--- src/rtl/pps_pkg.sv ---
package pps_pkg;

  localparam int unsigned SLOTS_DEF = 16;

  typedef enum logic {
    OP_ARRIVE = 1'b0,
    OP_TICK   = 1'b1
  } op_e;

  typedef enum logic [1:0] {
    ST_ACCEPT = 2'd0,
    ST_FULL   = 2'd1,
    ST_RAN    = 2'd2,
    ST_IDLE   = 2'd3
  } status_e;

  // classified command handed from the front to the back
  typedef struct packed {
    op_e         op;
    logic [7:0]  id;
    logic [15:0] burst;
    logic [7:0]  prio;
  } cmd_t;

  // one task slot as kept in the slot RAM
  typedef struct packed {
    logic [7:0]  id;
    logic [31:0] arrival;
    logic [15:0] burst;
    logic [15:0] remaining;
    logic [7:0]  prio;
  } slot_t;

  localparam int unsigned SLOT_W = $bits(slot_t);

  // one result beat
  typedef struct packed {
    status_e     status;
    logic [7:0]  ran_id;
    logic        finished;
    logic [31:0] completion_time;
    logic [31:0] turnaround;
    logic [31:0] waiting;
  } out_t;

endpackage

--- src/rtl/preemptive_priority_scheduler_top.sv ---
// Preemptive priority scheduler over SLOTS task slots. An arrive beat
// (opcode 0) places the task in the lowest free slot, stamped with the
// current time, and answers status 0, or status 1 when every slot is taken.
// A tick beat (opcode 1) advances time by one and serves the waiting task
// with the smallest priority number (ties: earlier arrival, then lower
// slot), answering status 2 with its id; when its burst is used up the beat
// also carries finished, completion time, turnaround and waiting time, and
// the slot is freed. A tick with no task answers status 3. Every input beat
// gives exactly one result beat. The input side pushes beats into a two-deep
// command queue, so it keeps taking beats while a result waits on the
// output register, until the queue is full. The executor works one command
// at a time and walks the slot RAM one entry per cycle through its single
// read port: an arrival walks up to the first free slot (the whole table
// when full); a tick walks every slot, then its drain, update and result states.
// Slot storage needs no clearing after reset; per-slot valid flags are
// cleared by reset directly.
module preemptive_priority_scheduler_top #(
  parameter int unsigned SLOTS = pps_pkg::SLOTS_DEF,
  localparam int unsigned IDX_W = $clog2(SLOTS)
) (
  input  logic        clk_i,
  input  logic        rst_ni,
  input  logic        in_valid_i,
  output logic        in_ready_o,
  input  logic        opcode_i,
  input  logic [7:0]  task_id_i,
  input  logic [15:0] burst_length_i,
  input  logic [7:0]  priority_level_i,
  output logic        out_valid_o,
  input  logic        out_ready_i,
  output logic [1:0]  status_o,
  output logic [7:0]  ran_id_o,
  output logic        finished_o,
  output logic [31:0] completion_time_o,
  output logic [31:0] turnaround_o,
  output logic [31:0] waiting_o
);

  pps_pkg::cmd_t               cmd;
  logic                        cmd_valid;
  logic                        cmd_pop;
  logic                        ram_we;
  logic [IDX_W-1:0]            ram_waddr;
  logic [pps_pkg::SLOT_W-1:0]  ram_wdata;
  logic [IDX_W-1:0]            ram_raddr;
  logic [pps_pkg::SLOT_W-1:0]  ram_rdata;
  pps_pkg::out_t               out;

  // classify input beats and queue them
  pps_front u_front (
    .clk_i            (clk_i),
    .rst_ni           (rst_ni),
    .in_valid_i       (in_valid_i),
    .in_ready_o       (in_ready_o),
    .opcode_i         (opcode_i),
    .task_id_i        (task_id_i),
    .burst_length_i   (burst_length_i),
    .priority_level_i (priority_level_i),
    .cmd_valid_o      (cmd_valid),
    .cmd_o            (cmd),
    .cmd_pop_i        (cmd_pop)
  );

  // execute commands against the slot table
  pps_back #(
    .SLOTS (SLOTS)
  ) u_back (
    .clk_i       (clk_i),
    .rst_ni      (rst_ni),
    .cmd_valid_i (cmd_valid),
    .cmd_i       (cmd),
    .cmd_pop_o   (cmd_pop),
    .ram_we_o    (ram_we),
    .ram_waddr_o (ram_waddr),
    .ram_wdata_o (ram_wdata),
    .ram_raddr_o (ram_raddr),
    .ram_rdata_i (ram_rdata),
    .out_valid_o (out_valid_o),
    .out_ready_i (out_ready_i),
    .out_o       (out)
  );

  // slot records: id, arrival stamp, burst, remaining, priority
  pps_ram #(
    .WIDTH (pps_pkg::SLOT_W),
    .DEPTH (SLOTS)
  ) u_slot_ram (
    .clk_i   (clk_i),
    .we_i    (ram_we),
    .waddr_i (ram_waddr),
    .wdata_i (ram_wdata),
    .raddr_i (ram_raddr),
    .rdata_o (ram_rdata)
  );

  assign status_o          = out.status;
  assign ran_id_o          = out.ran_id;
  assign finished_o        = out.finished;
  assign completion_time_o = out.completion_time;
  assign turnaround_o      = out.turnaround;
  assign waiting_o         = out.waiting;

endmodule

--- src/rtl/pps_ram.sv ---
module pps_ram #(
  parameter int unsigned WIDTH = 8,
  parameter int unsigned DEPTH = 16,
  localparam int unsigned AW = (DEPTH > 1) ? $clog2(DEPTH) : 1
) (
  input  logic             clk_i,
  input  logic             we_i,
  input  logic [AW-1:0]    waddr_i,
  input  logic [WIDTH-1:0] wdata_i,
  input  logic [AW-1:0]    raddr_i,
  output logic [WIDTH-1:0] rdata_o
);

  logic [WIDTH-1:0] mem_q [DEPTH];
  logic [WIDTH-1:0] rdata_q;

  always_ff @(posedge clk_i) begin
    if (we_i) begin
      mem_q[waddr_i] <= wdata_i;
    end
    rdata_q <= mem_q[raddr_i];
  end

  assign rdata_o = rdata_q;

endmodule

--- src/rtl/pps_front.sv ---
module pps_front (
  input  logic                clk_i,
  input  logic                rst_ni,
  input  logic                in_valid_i,
  output logic                in_ready_o,
  input  logic                opcode_i,
  input  logic [7:0]          task_id_i,
  input  logic [15:0]         burst_length_i,
  input  logic [7:0]          priority_level_i,
  output logic                cmd_valid_o,
  output pps_pkg::cmd_t       cmd_o,
  input  logic                cmd_pop_i
);

  pps_pkg::cmd_t fifo_q [2];
  pps_pkg::cmd_t cmd_in;
  logic          wptr_q, wptr_d;
  logic          rptr_q, rptr_d;
  logic [1:0]    cnt_q, cnt_d;
  logic          push, pop;

  // a zero burst runs as one tick
  always_comb begin
    cmd_in.op    = pps_pkg::op_e'(opcode_i);
    cmd_in.id    = task_id_i;
    cmd_in.burst = (burst_length_i == 16'd0) ? 16'd1 : burst_length_i;
    cmd_in.prio  = priority_level_i;
  end

  assign in_ready_o  = (cnt_q != 2'd2);
  assign cmd_valid_o = (cnt_q != 2'd0);
  assign cmd_o       = fifo_q[rptr_q];
  assign push        = in_valid_i && in_ready_o;
  assign pop         = cmd_pop_i && cmd_valid_o;

  always_comb begin
    wptr_d = push ? ~wptr_q : wptr_q;
    rptr_d = pop ? ~rptr_q : rptr_q;
    cnt_d  = cnt_q + {1'b0, push} - {1'b0, pop};
  end

  always_ff @(posedge clk_i or negedge rst_ni) begin
    if (!rst_ni) begin
      wptr_q <= 1'b0;
      rptr_q <= 1'b0;
      cnt_q  <= 2'd0;
    end else begin
      wptr_q <= wptr_d;
      rptr_q <= rptr_d;
      cnt_q  <= cnt_d;
    end
  end

  always_ff @(posedge clk_i) begin
    if (push) begin
      fifo_q[wptr_q] <= cmd_in;
    end
  end

endmodule

--- src/rtl/pps_back.sv ---
module pps_back #(
  parameter int unsigned SLOTS = pps_pkg::SLOTS_DEF,
  localparam int unsigned IDX_W = $clog2(SLOTS)
) (
  input  logic                        clk_i,
  input  logic                        rst_ni,
  input  logic                        cmd_valid_i,
  input  pps_pkg::cmd_t               cmd_i,
  output logic                        cmd_pop_o,
  output logic                        ram_we_o,
  output logic [IDX_W-1:0]            ram_waddr_o,
  output logic [pps_pkg::SLOT_W-1:0]  ram_wdata_o,
  output logic [IDX_W-1:0]            ram_raddr_o,
  input  logic [pps_pkg::SLOT_W-1:0]  ram_rdata_i,
  output logic                        out_valid_o,
  input  logic                        out_ready_i,
  output pps_pkg::out_t               out_o
);

  localparam logic [IDX_W-1:0] LAST = IDX_W'(SLOTS - 1);

  typedef enum logic [4:0] {
    S_IDLE   = 5'b00001,
    S_SCAN   = 5'b00010,
    S_DRAIN  = 5'b00100,
    S_UPDATE = 5'b01000,
    S_RESULT = 5'b10000
  } state_e;

  typedef struct packed {
    pps_pkg::status_e status;
    logic [7:0]       id;
    logic             fin;
    logic [31:0]      ct;
    logic [31:0]      tat;
    logic [15:0]      burst;
  } res_t;

  state_e             state_q, state_d;
  pps_pkg::cmd_t      cmd_q, cmd_d;
  logic [SLOTS-1:0]   valid_q, valid_d;
  logic [31:0]        now_q, now_d;
  logic [IDX_W-1:0]   idx_q, idx_d;
  logic               eval_q, eval_d;
  logic [IDX_W-1:0]   eval_idx_q, eval_idx_d;
  logic               found_q, found_d;
  pps_pkg::slot_t     best_q, best_d;
  logic [IDX_W-1:0]   best_idx_q, best_idx_d;
  res_t               res_q, res_d;
  logic               out_valid_q, out_valid_d;
  pps_pkg::out_t      out_q, out_d;
  pps_pkg::slot_t     rd_slot, wr_slot;
  logic [15:0]        rem_next;

  assign rd_slot  = pps_pkg::slot_t'(ram_rdata_i);
  assign rem_next = best_q.remaining - 16'd1;

  always_comb begin
    state_d     = state_q;
    cmd_d       = cmd_q;
    valid_d     = valid_q;
    now_d       = now_q;
    idx_d       = idx_q;
    eval_d      = eval_q;
    eval_idx_d  = eval_idx_q;
    found_d     = found_q;
    best_d      = best_q;
    best_idx_d  = best_idx_q;
    res_d       = res_q;
    out_valid_d = out_valid_q && !out_ready_i;
    out_d       = out_q;
    cmd_pop_o   = 1'b0;
    ram_we_o    = 1'b0;
    ram_waddr_o = idx_q;
    ram_raddr_o = idx_q;
    wr_slot     = best_q;

    // compare the slot read last cycle against the best so far
    if ((state_q == S_SCAN || state_q == S_DRAIN) && eval_q && valid_q[eval_idx_q]) begin
      if (!found_q || (rd_slot.prio < best_q.prio) ||
          ((rd_slot.prio == best_q.prio) && (rd_slot.arrival < best_q.arrival))) begin
        best_d     = rd_slot;
        best_idx_d = eval_idx_q;
        found_d    = 1'b1;
      end
    end

    unique case (state_q)
      S_IDLE: begin
        if (cmd_valid_i) begin
          cmd_pop_o = 1'b1;
          cmd_d     = cmd_i;
          idx_d     = '0;
          eval_d    = 1'b0;
          found_d   = 1'b0;
          if (cmd_i.op == pps_pkg::OP_TICK) begin
            now_d = now_q + 32'd1;
          end
          state_d = S_SCAN;
        end
      end
      S_SCAN: begin
        if (cmd_q.op == pps_pkg::OP_ARRIVE) begin
          res_d = '{status: pps_pkg::ST_ACCEPT, id: 8'd0, fin: 1'b0,
                    ct: 32'd0, tat: 32'd0, burst: 16'd0};
          if (!valid_q[idx_q]) begin
            wr_slot.id        = cmd_q.id;
            wr_slot.arrival   = now_q;
            wr_slot.burst     = cmd_q.burst;
            wr_slot.remaining = cmd_q.burst;
            wr_slot.prio      = cmd_q.prio;
            ram_we_o          = 1'b1;
            valid_d[idx_q]    = 1'b1;
            state_d           = S_RESULT;
          end else if (idx_q == LAST) begin
            res_d.status = pps_pkg::ST_FULL;
            state_d      = S_RESULT;
          end else begin
            idx_d = idx_q + IDX_W'(1);
          end
        end else begin
          eval_d     = 1'b1;
          eval_idx_d = idx_q;
          if (idx_q == LAST) begin
            state_d = S_DRAIN;
          end else begin
            idx_d = idx_q + IDX_W'(1);
          end
        end
      end
      S_DRAIN: begin
        eval_d  = 1'b0;
        state_d = S_UPDATE;
      end
      S_UPDATE: begin
        res_d = '{status: pps_pkg::ST_IDLE, id: 8'd0, fin: 1'b0,
                  ct: 32'd0, tat: 32'd0, burst: 16'd0};
        if (found_q) begin
          res_d.status = pps_pkg::ST_RAN;
          res_d.id     = best_q.id;
          if (rem_next == 16'd0) begin
            valid_d[best_idx_q] = 1'b0;
            res_d.fin           = 1'b1;
            res_d.ct            = now_q;
            res_d.tat           = now_q - best_q.arrival;
            res_d.burst         = best_q.burst;
          end else begin
            wr_slot.remaining = rem_next;
            ram_waddr_o       = best_idx_q;
            ram_we_o          = 1'b1;
          end
        end
        state_d = S_RESULT;
      end
      S_RESULT: begin
        if (!out_valid_q || out_ready_i) begin
          out_valid_d           = 1'b1;
          out_d.status          = res_q.status;
          out_d.ran_id          = res_q.id;
          out_d.finished        = res_q.fin;
          out_d.completion_time = res_q.ct;
          out_d.turnaround      = res_q.tat;
          out_d.waiting         = res_q.fin ? (res_q.tat - {16'd0, res_q.burst}) : 32'd0;
          state_d               = S_IDLE;
        end
      end
      default: state_d = S_IDLE;
    endcase
  end

  assign ram_wdata_o = wr_slot;
  assign out_valid_o = out_valid_q;
  assign out_o       = out_q;

  always_ff @(posedge clk_i or negedge rst_ni) begin
    if (!rst_ni) begin
      state_q     <= S_IDLE;
      valid_q     <= '0;
      now_q       <= 32'd0;
      eval_q      <= 1'b0;
      found_q     <= 1'b0;
      out_valid_q <= 1'b0;
    end else begin
      state_q     <= state_d;
      valid_q     <= valid_d;
      now_q       <= now_d;
      eval_q      <= eval_d;
      found_q     <= found_d;
      out_valid_q <= out_valid_d;
    end
  end

  always_ff @(posedge clk_i) begin
    cmd_q      <= cmd_d;
    idx_q      <= idx_d;
    eval_idx_q <= eval_idx_d;
    best_q     <= best_d;
    best_idx_q <= best_idx_d;
    res_q      <= res_d;
    out_q      <= out_d;
  end

endmodule

--- config.mk ---
export PLATFORM = sky130hd
export DESIGN_NAME = preemptive_priority_scheduler_top
export DESIGN_NICKNAME = d
export VERILOG_FILES = /design/src/rtl/pps_pkg.sv /design/src/rtl/preemptive_priority_scheduler_top.sv /design/src/rtl/pps_ram.sv /design/src/rtl/pps_front.sv /design/src/rtl/pps_back.sv
export SDC_FILE = /design/constraint.sdc
export NUM_CORES = 2
export LEC_CHECK = 0
export ABC_AREA = 0
export BUFFER_PORTS_ARGS = -buffer_cell sky130_fd_sc_hd__buf_4
export CAP_MARGIN = 5
export CORE_MARGIN = 1
export CORE_UTILIZATION = 55
export DETAILED_ROUTE_END_ITERATION = 6
export PLACE_DENSITY = 0.8
export SYNTH_ARGS = -nofsm -noshare
export SYNTH_HDL_FRONTEND = slang
export SYNTH_SLANG_ARGS = --single-unit
--- constraint.sdc ---
create_clock -name clk_i -period 10.4 [get_ports clk_i]
set_input_delay 1.04 -clock clk_i [delete_from_list [all_inputs] [get_ports clk_i]]
set_output_delay 1.04 -clock clk_i [all_outputs]
set_load 0.05 [all_outputs]
# After elaboration in Yosys (flattened, before gate mapping)

Memories as Yosys holds them, arrays and structs flattened. A register that Yosys moved wholly into a read port is not among the register bits.
Index checks and enable logic that the tools add are counted.

RAM bits: 1346
Logic and storage cells: 165
Input bits: 37
Output and inout port bits: 109
Memories: 2
Register bits: 383

Bitwise logic cells: 5
Mux-type cells: 62
Reductions and logical operators: 31
Order comparisons: 7
Equal/unequal tests: 18
Add/sub/neg operators: 7

Memories:

| name             | depth | bits a word | read ports | clocked after Yosys merged registers in | wr ports | line            | RTL |
|---|---|---|---|---|---|---|---|
| u_slot_ram.mem_q | 16    | 80          | 1          | 1                                       | 1        | pps_ram.sv:14   | `logic [WIDTH-1:0] mem_q [DEPTH];` |
| u_front.fifo_q   | 2     | 33          | 1          | 0                                       | 1        | pps_front.sv:15 | `pps_pkg::cmd_t fifo_q [2];` |

Operator list:

| operator                | count |
|---|---|
| $pmux W91 S2            | 1 |
| $mux W80                | 2 |
| $mux W16                | 7 |
| $mux W91                | 1 |
| $mux W90                | 1 |
| $mux W81                | 1 |
| $pmux W16 S2            | 2 |
| $mux W56                | 1 |
| $add A32 B1 Y32 const B | 1 |
| $logic_not A16 Y1       | 2 |
| $lt A32 B32 Y1          | 1 |
| $sub A32 B16 Y32        | 1 |
| $sub A32 B32 Y32        | 1 |
| $mux W5                 | 6 |
| $mux W4                 | 7 |
| $pmux W5 S5             | 1 |
| $mux W1                 | 23 |
| $and A16 B16 Y16        | 1 |
| $not A16 Y16            | 1 |
| $or A16 B16 Y16         | 1 |
| $sub A16 B1 Y16 const B | 1 |
| $lt A4 B5 Y1 const B    | 3 |
| $reduce_and A2 Y1       | 5 |
| $reduce_and A3 Y1       | 3 |
| other kinds (31)        | 56 |

# Logic depth before layout (Yosys ltp)

Word-level depth: 9
Mapped depth: 12

# Hierarchy

A second synthesis with hierarchy kept.

Cells, all modules: 3739
Area total of the unflattened synthesis: 70657.8 µm²

Modules (own cells, without submodules):

| module    | cells each | sequential area each (µm²) | area each (µm²) | instances |
|---|---|---|---|---|
| pps_ram   | 2054       | 40038.4                    | 49422.4         | 1 |
| pps_back  | 1540       | 11101.9                    | 18537.8         | 1 |
| pps_front | 145        | 2082.0                     | 2697.6          | 1 |

# Worst setup path after synthesis

OpenSTA, ideal clock, no wires.

Kind: register to register
Start point: register u_back.state_q[4]
End point: memory u_slot_ram.mem_q[0][17] (netlist bit), data pin
Period minus slack after synthesis: 9.809 ns
Path slack: 0.591 ns
Arrival time: 9.442 ns
Library setup time: 0.367 ns
Cell stages (with the launch flop): 7
Cells stage by stage: dfrtp_1 -> nor3_1 -> nand3b_1 -> o21ai_0 -> o21ai_0 -> o21ai_0 -> o311ai_1

Cells in the longest elaborated chain, start to end: 2

Ends and longest elaborated chain:

| what                                                | line                                    | RTL |
|---|---|---|
| from (decl)                                         | pps_back.sv:39                          | `state_e state_q, state_d;` |
| from (signal assigned)                              | pps_back.sv:184                         | `state_q <= state_d;` |
| $eq A5 B4 Y1 / $eq A5 B2 Y1 (equally long branches) | pps_back.sv:88                          | `unique case (state_q)` |
| $pmux W16 S2 (*)                                    | pps_back.sv:88                          |  |
| named net ram_wdata, one bit                        | preemptive_priority_scheduler_top.sv:44 | `logic [pps_pkg::SLOT_W-1:0] ram_wdata;` |
| to (decl)                                           | pps_ram.sv:14                           |  |

The timed path passes the listed nets; every way through them passes the cells marked *.

# Worst setup path in the final report

Start point: register u_back.idx_q[0] (netlist: u_back.ram_raddr_o[0])
End point: memory u_slot_ram.mem_q[10][6] (netlist bit), enable pin

Cells in the longest elaborated chain, start to end: 7

Ends and longest elaborated chain:

| what                          | line            | RTL |
|---|---|---|
| from (decl)                   | pps_back.sv:43  | `logic [IDX_W-1:0] idx_q, idx_d;` |
| from (signal assigned)        | pps_back.sv:195 | `idx_q <= idx_d;` |
| $bmux W1 S4                   | pps_back.sv:106 | `if (!valid_q[idx_q]) begin` |
| $mux W1 (implied by the code) | pps_back.sv:106 |  |
| $mux W1                       | pps_back.sv:106 |  |
| $mux W1                       | pps_back.sv:103 | `if (cmd_q.op == pps_pkg::OP_ARRIVE) begin` |
| $pmux W1 S2                   | pps_back.sv:88  |  |
| $mux W1                       | pps_ram.sv:18   | `if (we_i) begin` |
| $mux W1 (implied by the code) | pps_ram.sv:19   | `mem_q[waddr_i] <= wdata_i;` |

Several ways; a longest one is shown, not always the timed one. The select of a mux whose other input is x is not followed.

==> reports/metrics.cfg <==
[floorplan]
die_w_um = 360.4
ios = 146
die_y_um = 360.4
num_rows = 131
initial_core_util_pct = 55.41
core_area_um2 = 127500
dieArea_um2 = 129900

[cts]
cts_resized = 0
cts_buffers = 173
root_buffer = clkbuf_16
clock_path_buffers = 3
clk_latency_ns = 0.80
h-tree-depth = 4
postCtsSetupBuffers = 0
cts_tree = built
cts.sink_count = 1809
clkTransAtPathRegs_ns = 0.07
hold_buffers = 0

[pwr]
power_density_nw_per_um2 = 253.2
p_leak_uw = 0.02654
ir_worst_vdd_uv = 240.2

[sta]
fin_worst_skew_ns = 0.02698
worst_slew_pin_slew_ns = 1.270
clock.fmax_mhz = 156.9
slew_headroom_pct = 15.34
finalHoldViolations = 0
period_share_pct = 61.27
fin_crit_ns = 6.373
timing.final.ws_setup_ns = 4.027
setup_tns_ns = 0
finalSetupViolations = 0
slew_viol_final = 0
rsz0062_at_grt = false

[worst_setup_path]
r2r_slack_ns = 4.03
path_cells = buf_4, buf_4, mux4_2, mux2i_1, nand2_1, o21ai_2, and2_4, nand3b_1, o22ai_4, buf_4, buf_4
critPathMaxFanout = 45
critPathKind = reg -> reg
max_stage_delay_ns = 0.79
crit_top_cell = buf_4
cp-end-kind = flop
worstReg2RegStart = u_back.ram_raddr_o[0]
startpoint_type = flop
critPathArrivalTime_ns = 6.79
cp_data_required_time_ns = 10.81
reg2regPathDepth = 11
r2r_end = u_slot_ram.mem_q[10][6]
slowest_stage = buf_4

[placement]
portBuffers = 145
dp_hpwl_mm = 90.81
pre_cts_slack_ns = 4.167
place_congestion = 0.8785

[grt]
track_usage_pct = 25.40
grt_pass1_wl_mm = 241.9
grt_max_degree = 113
grt_pass1_vias = 36960
grt-ovfl-total = 0
grt_antenna_before_repair = 10

[detailed_routing]
drt_pre_antenna_iters = 7
met2_length_mm = 83.75
vias_per_cell = 6.438
highest_layer = met5
vias = 36250
met3_length_mm = 15.58
drtAntennaViolNets = 0
routedWlPerCell_um = 29.25
drtIter0Drc = 4934
drcViolationCount = 0
wl_met1_mm = 60.31
wirelength_mm = 164.7

[cells_and_area]
syn_to_final_growth_pct = 13.17
layout_common_cells = edfxtp_1, mux4_2, buf_4, nand2_1, clkbuf_16
finalNetCount = 3950
drive_above_1_share_pct = 24.70
layout_commonest_cell = edfxtp_1
final_core_util_pct = 62.71

[yosys]
ys_ff_latch = 1809
synth.distinct_cells = 85
synth-main-ff-cell = edfxtp_1
synthTopCellsByArea = edfxtp_1, mux4_2, dfxtp_1
async_reset_ff_share_pct = 3.317
synth_edf_count = 1669
synth_area_per_cell_um2 = 19.85
syn-num-nets = 3693
ys.warnings.count = 0
ys_seq_area_share_pct = 75.32
synth_area_leader_cell = edfxtp_1
synth_cells = 3559
synth_area_um2 = 70660
synth_top_area_share_pct = 70.93

[worst_hold_path]
hold_class = in -> async

[job]
max-cap-violations = 0

[run_status]
status = finished, final reports clean

[synth_stat cells (46+ instances only)]
master and n:
nor2_1 78, clkbuf_1 88, and2_1 70, a21oi_1 46, inv_1 81, dfrtp_1 59
edfxtp_1 1669, ha_1 95, o21ai_0 92, xnor2_1 55, mux4_2 409, nand2_1 220
dfxtp_1 80
[worst max-delay path: cells and delay by family (launching register included)]
family	cells	cell delay, ns
and+or+nand+nor	3	1.20
DFF	1	0.41
buffers and inverters	4	2.64
muxes	2	0.74
AOI/OAI and AO/OA	2	0.93
[where the power goes]
part,switching (uW),leakage [uW],internal (uW)
registers,319,0.0166,8880
clock network,2700,0.00281,3720
logic,2570,0.00717,2050
[cell families (layout without fill, tap and decap cells)]
logic type,Yosys count,after routing,share of synthesized area [%]
multiplexers,453,453,13.72
AO/OA/AOI/OAI,296,296,2.720
buffers and inverters,235,640,1.332
other,0,5,0
AND/OR/NAND/NOR,592,592,4.214
adder cells (fa/ha/maj),97,97,1.739
XOR/XNOR,77,77,0.9544
flip-flops,1809,1809,75.32
[stage by stage]
step	area, um2	power (uW)	cells	hold slack, ns
6_report	79960	20240	5631	0.07759
3_5_place_dp	74170	13840	5300	0.3887
2_1_floorplan	70660	12520	3559	0.3855
5_1_grt	79950	20850	5627	0.06933
3_3_place_gp	74170	13720	5300	0.3868
4_1_cts	79930	20320	5623	0.03724
[registers in the layout, summed over array words and instances (netlist names)]
signal / cells
u_front.rptr_q: 1
u_back.res_q: 91
u_slot_ram.mem_q: 1280
u_back.now_q: 32
u_back.valid_q: 16
u_back.best_idx_q: 4
u_back.best_q: 80
u_back.state_q: 5
u_back.out_o: 107
u_front.cnt_q: 2
u_slot_ram.rdata_o: 80
u_back.found_q: 1
u_front.wptr_q: 1
u_back.cmd_q: 33
u_back.out_valid_o: 1
u_front.fifo_q: 66
u_back.ram_raddr_o: 4
u_back.eval_idx_q: 4
u_back.eval_q: 1
[area by class of cell]
cell class	instances	area, um2
Clock buffer	243	4745
Clock inverter	80	1018
Fill cell	8094	47560
Tap cell	1662	2079
Sequential cell	1809	53220
Multi-Input combinational cell	1515	16780
Antenna cell	5	12.51
Timing Repair Buffer	234	1794
Inverter	83	311.5
[metal layers]
layer	GRT usage, %	vias up
li1	-	14930
met1	33.30	18680
met2	42.81	2283
met3	4.967	352
met4	8.694	8
met5	0	-
[worst max-delay path by stage]
stage,startpoint,endpoint,cells after the start
3_5_place_dp,u_back.ram_raddr_o[0],u_slot_ram.mem_q[10][27],11
6_report,u_back.ram_raddr_o[0],u_slot_ram.mem_q[10][6],11
2_1_floorplan,u_back.state_q[4],u_slot_ram.mem_q[0][17],6
5_1_grt,u_back.ram_raddr_o[0],u_slot_ram.mem_q[10][28],11
4_1_cts,u_back.ram_raddr_o[0],u_slot_ram.mem_q[10][6],11
3_3_place_gp,u_back.ram_raddr_o[0],u_slot_ram.mem_q[10][12],11
Power figures use the tool's default switching activity.
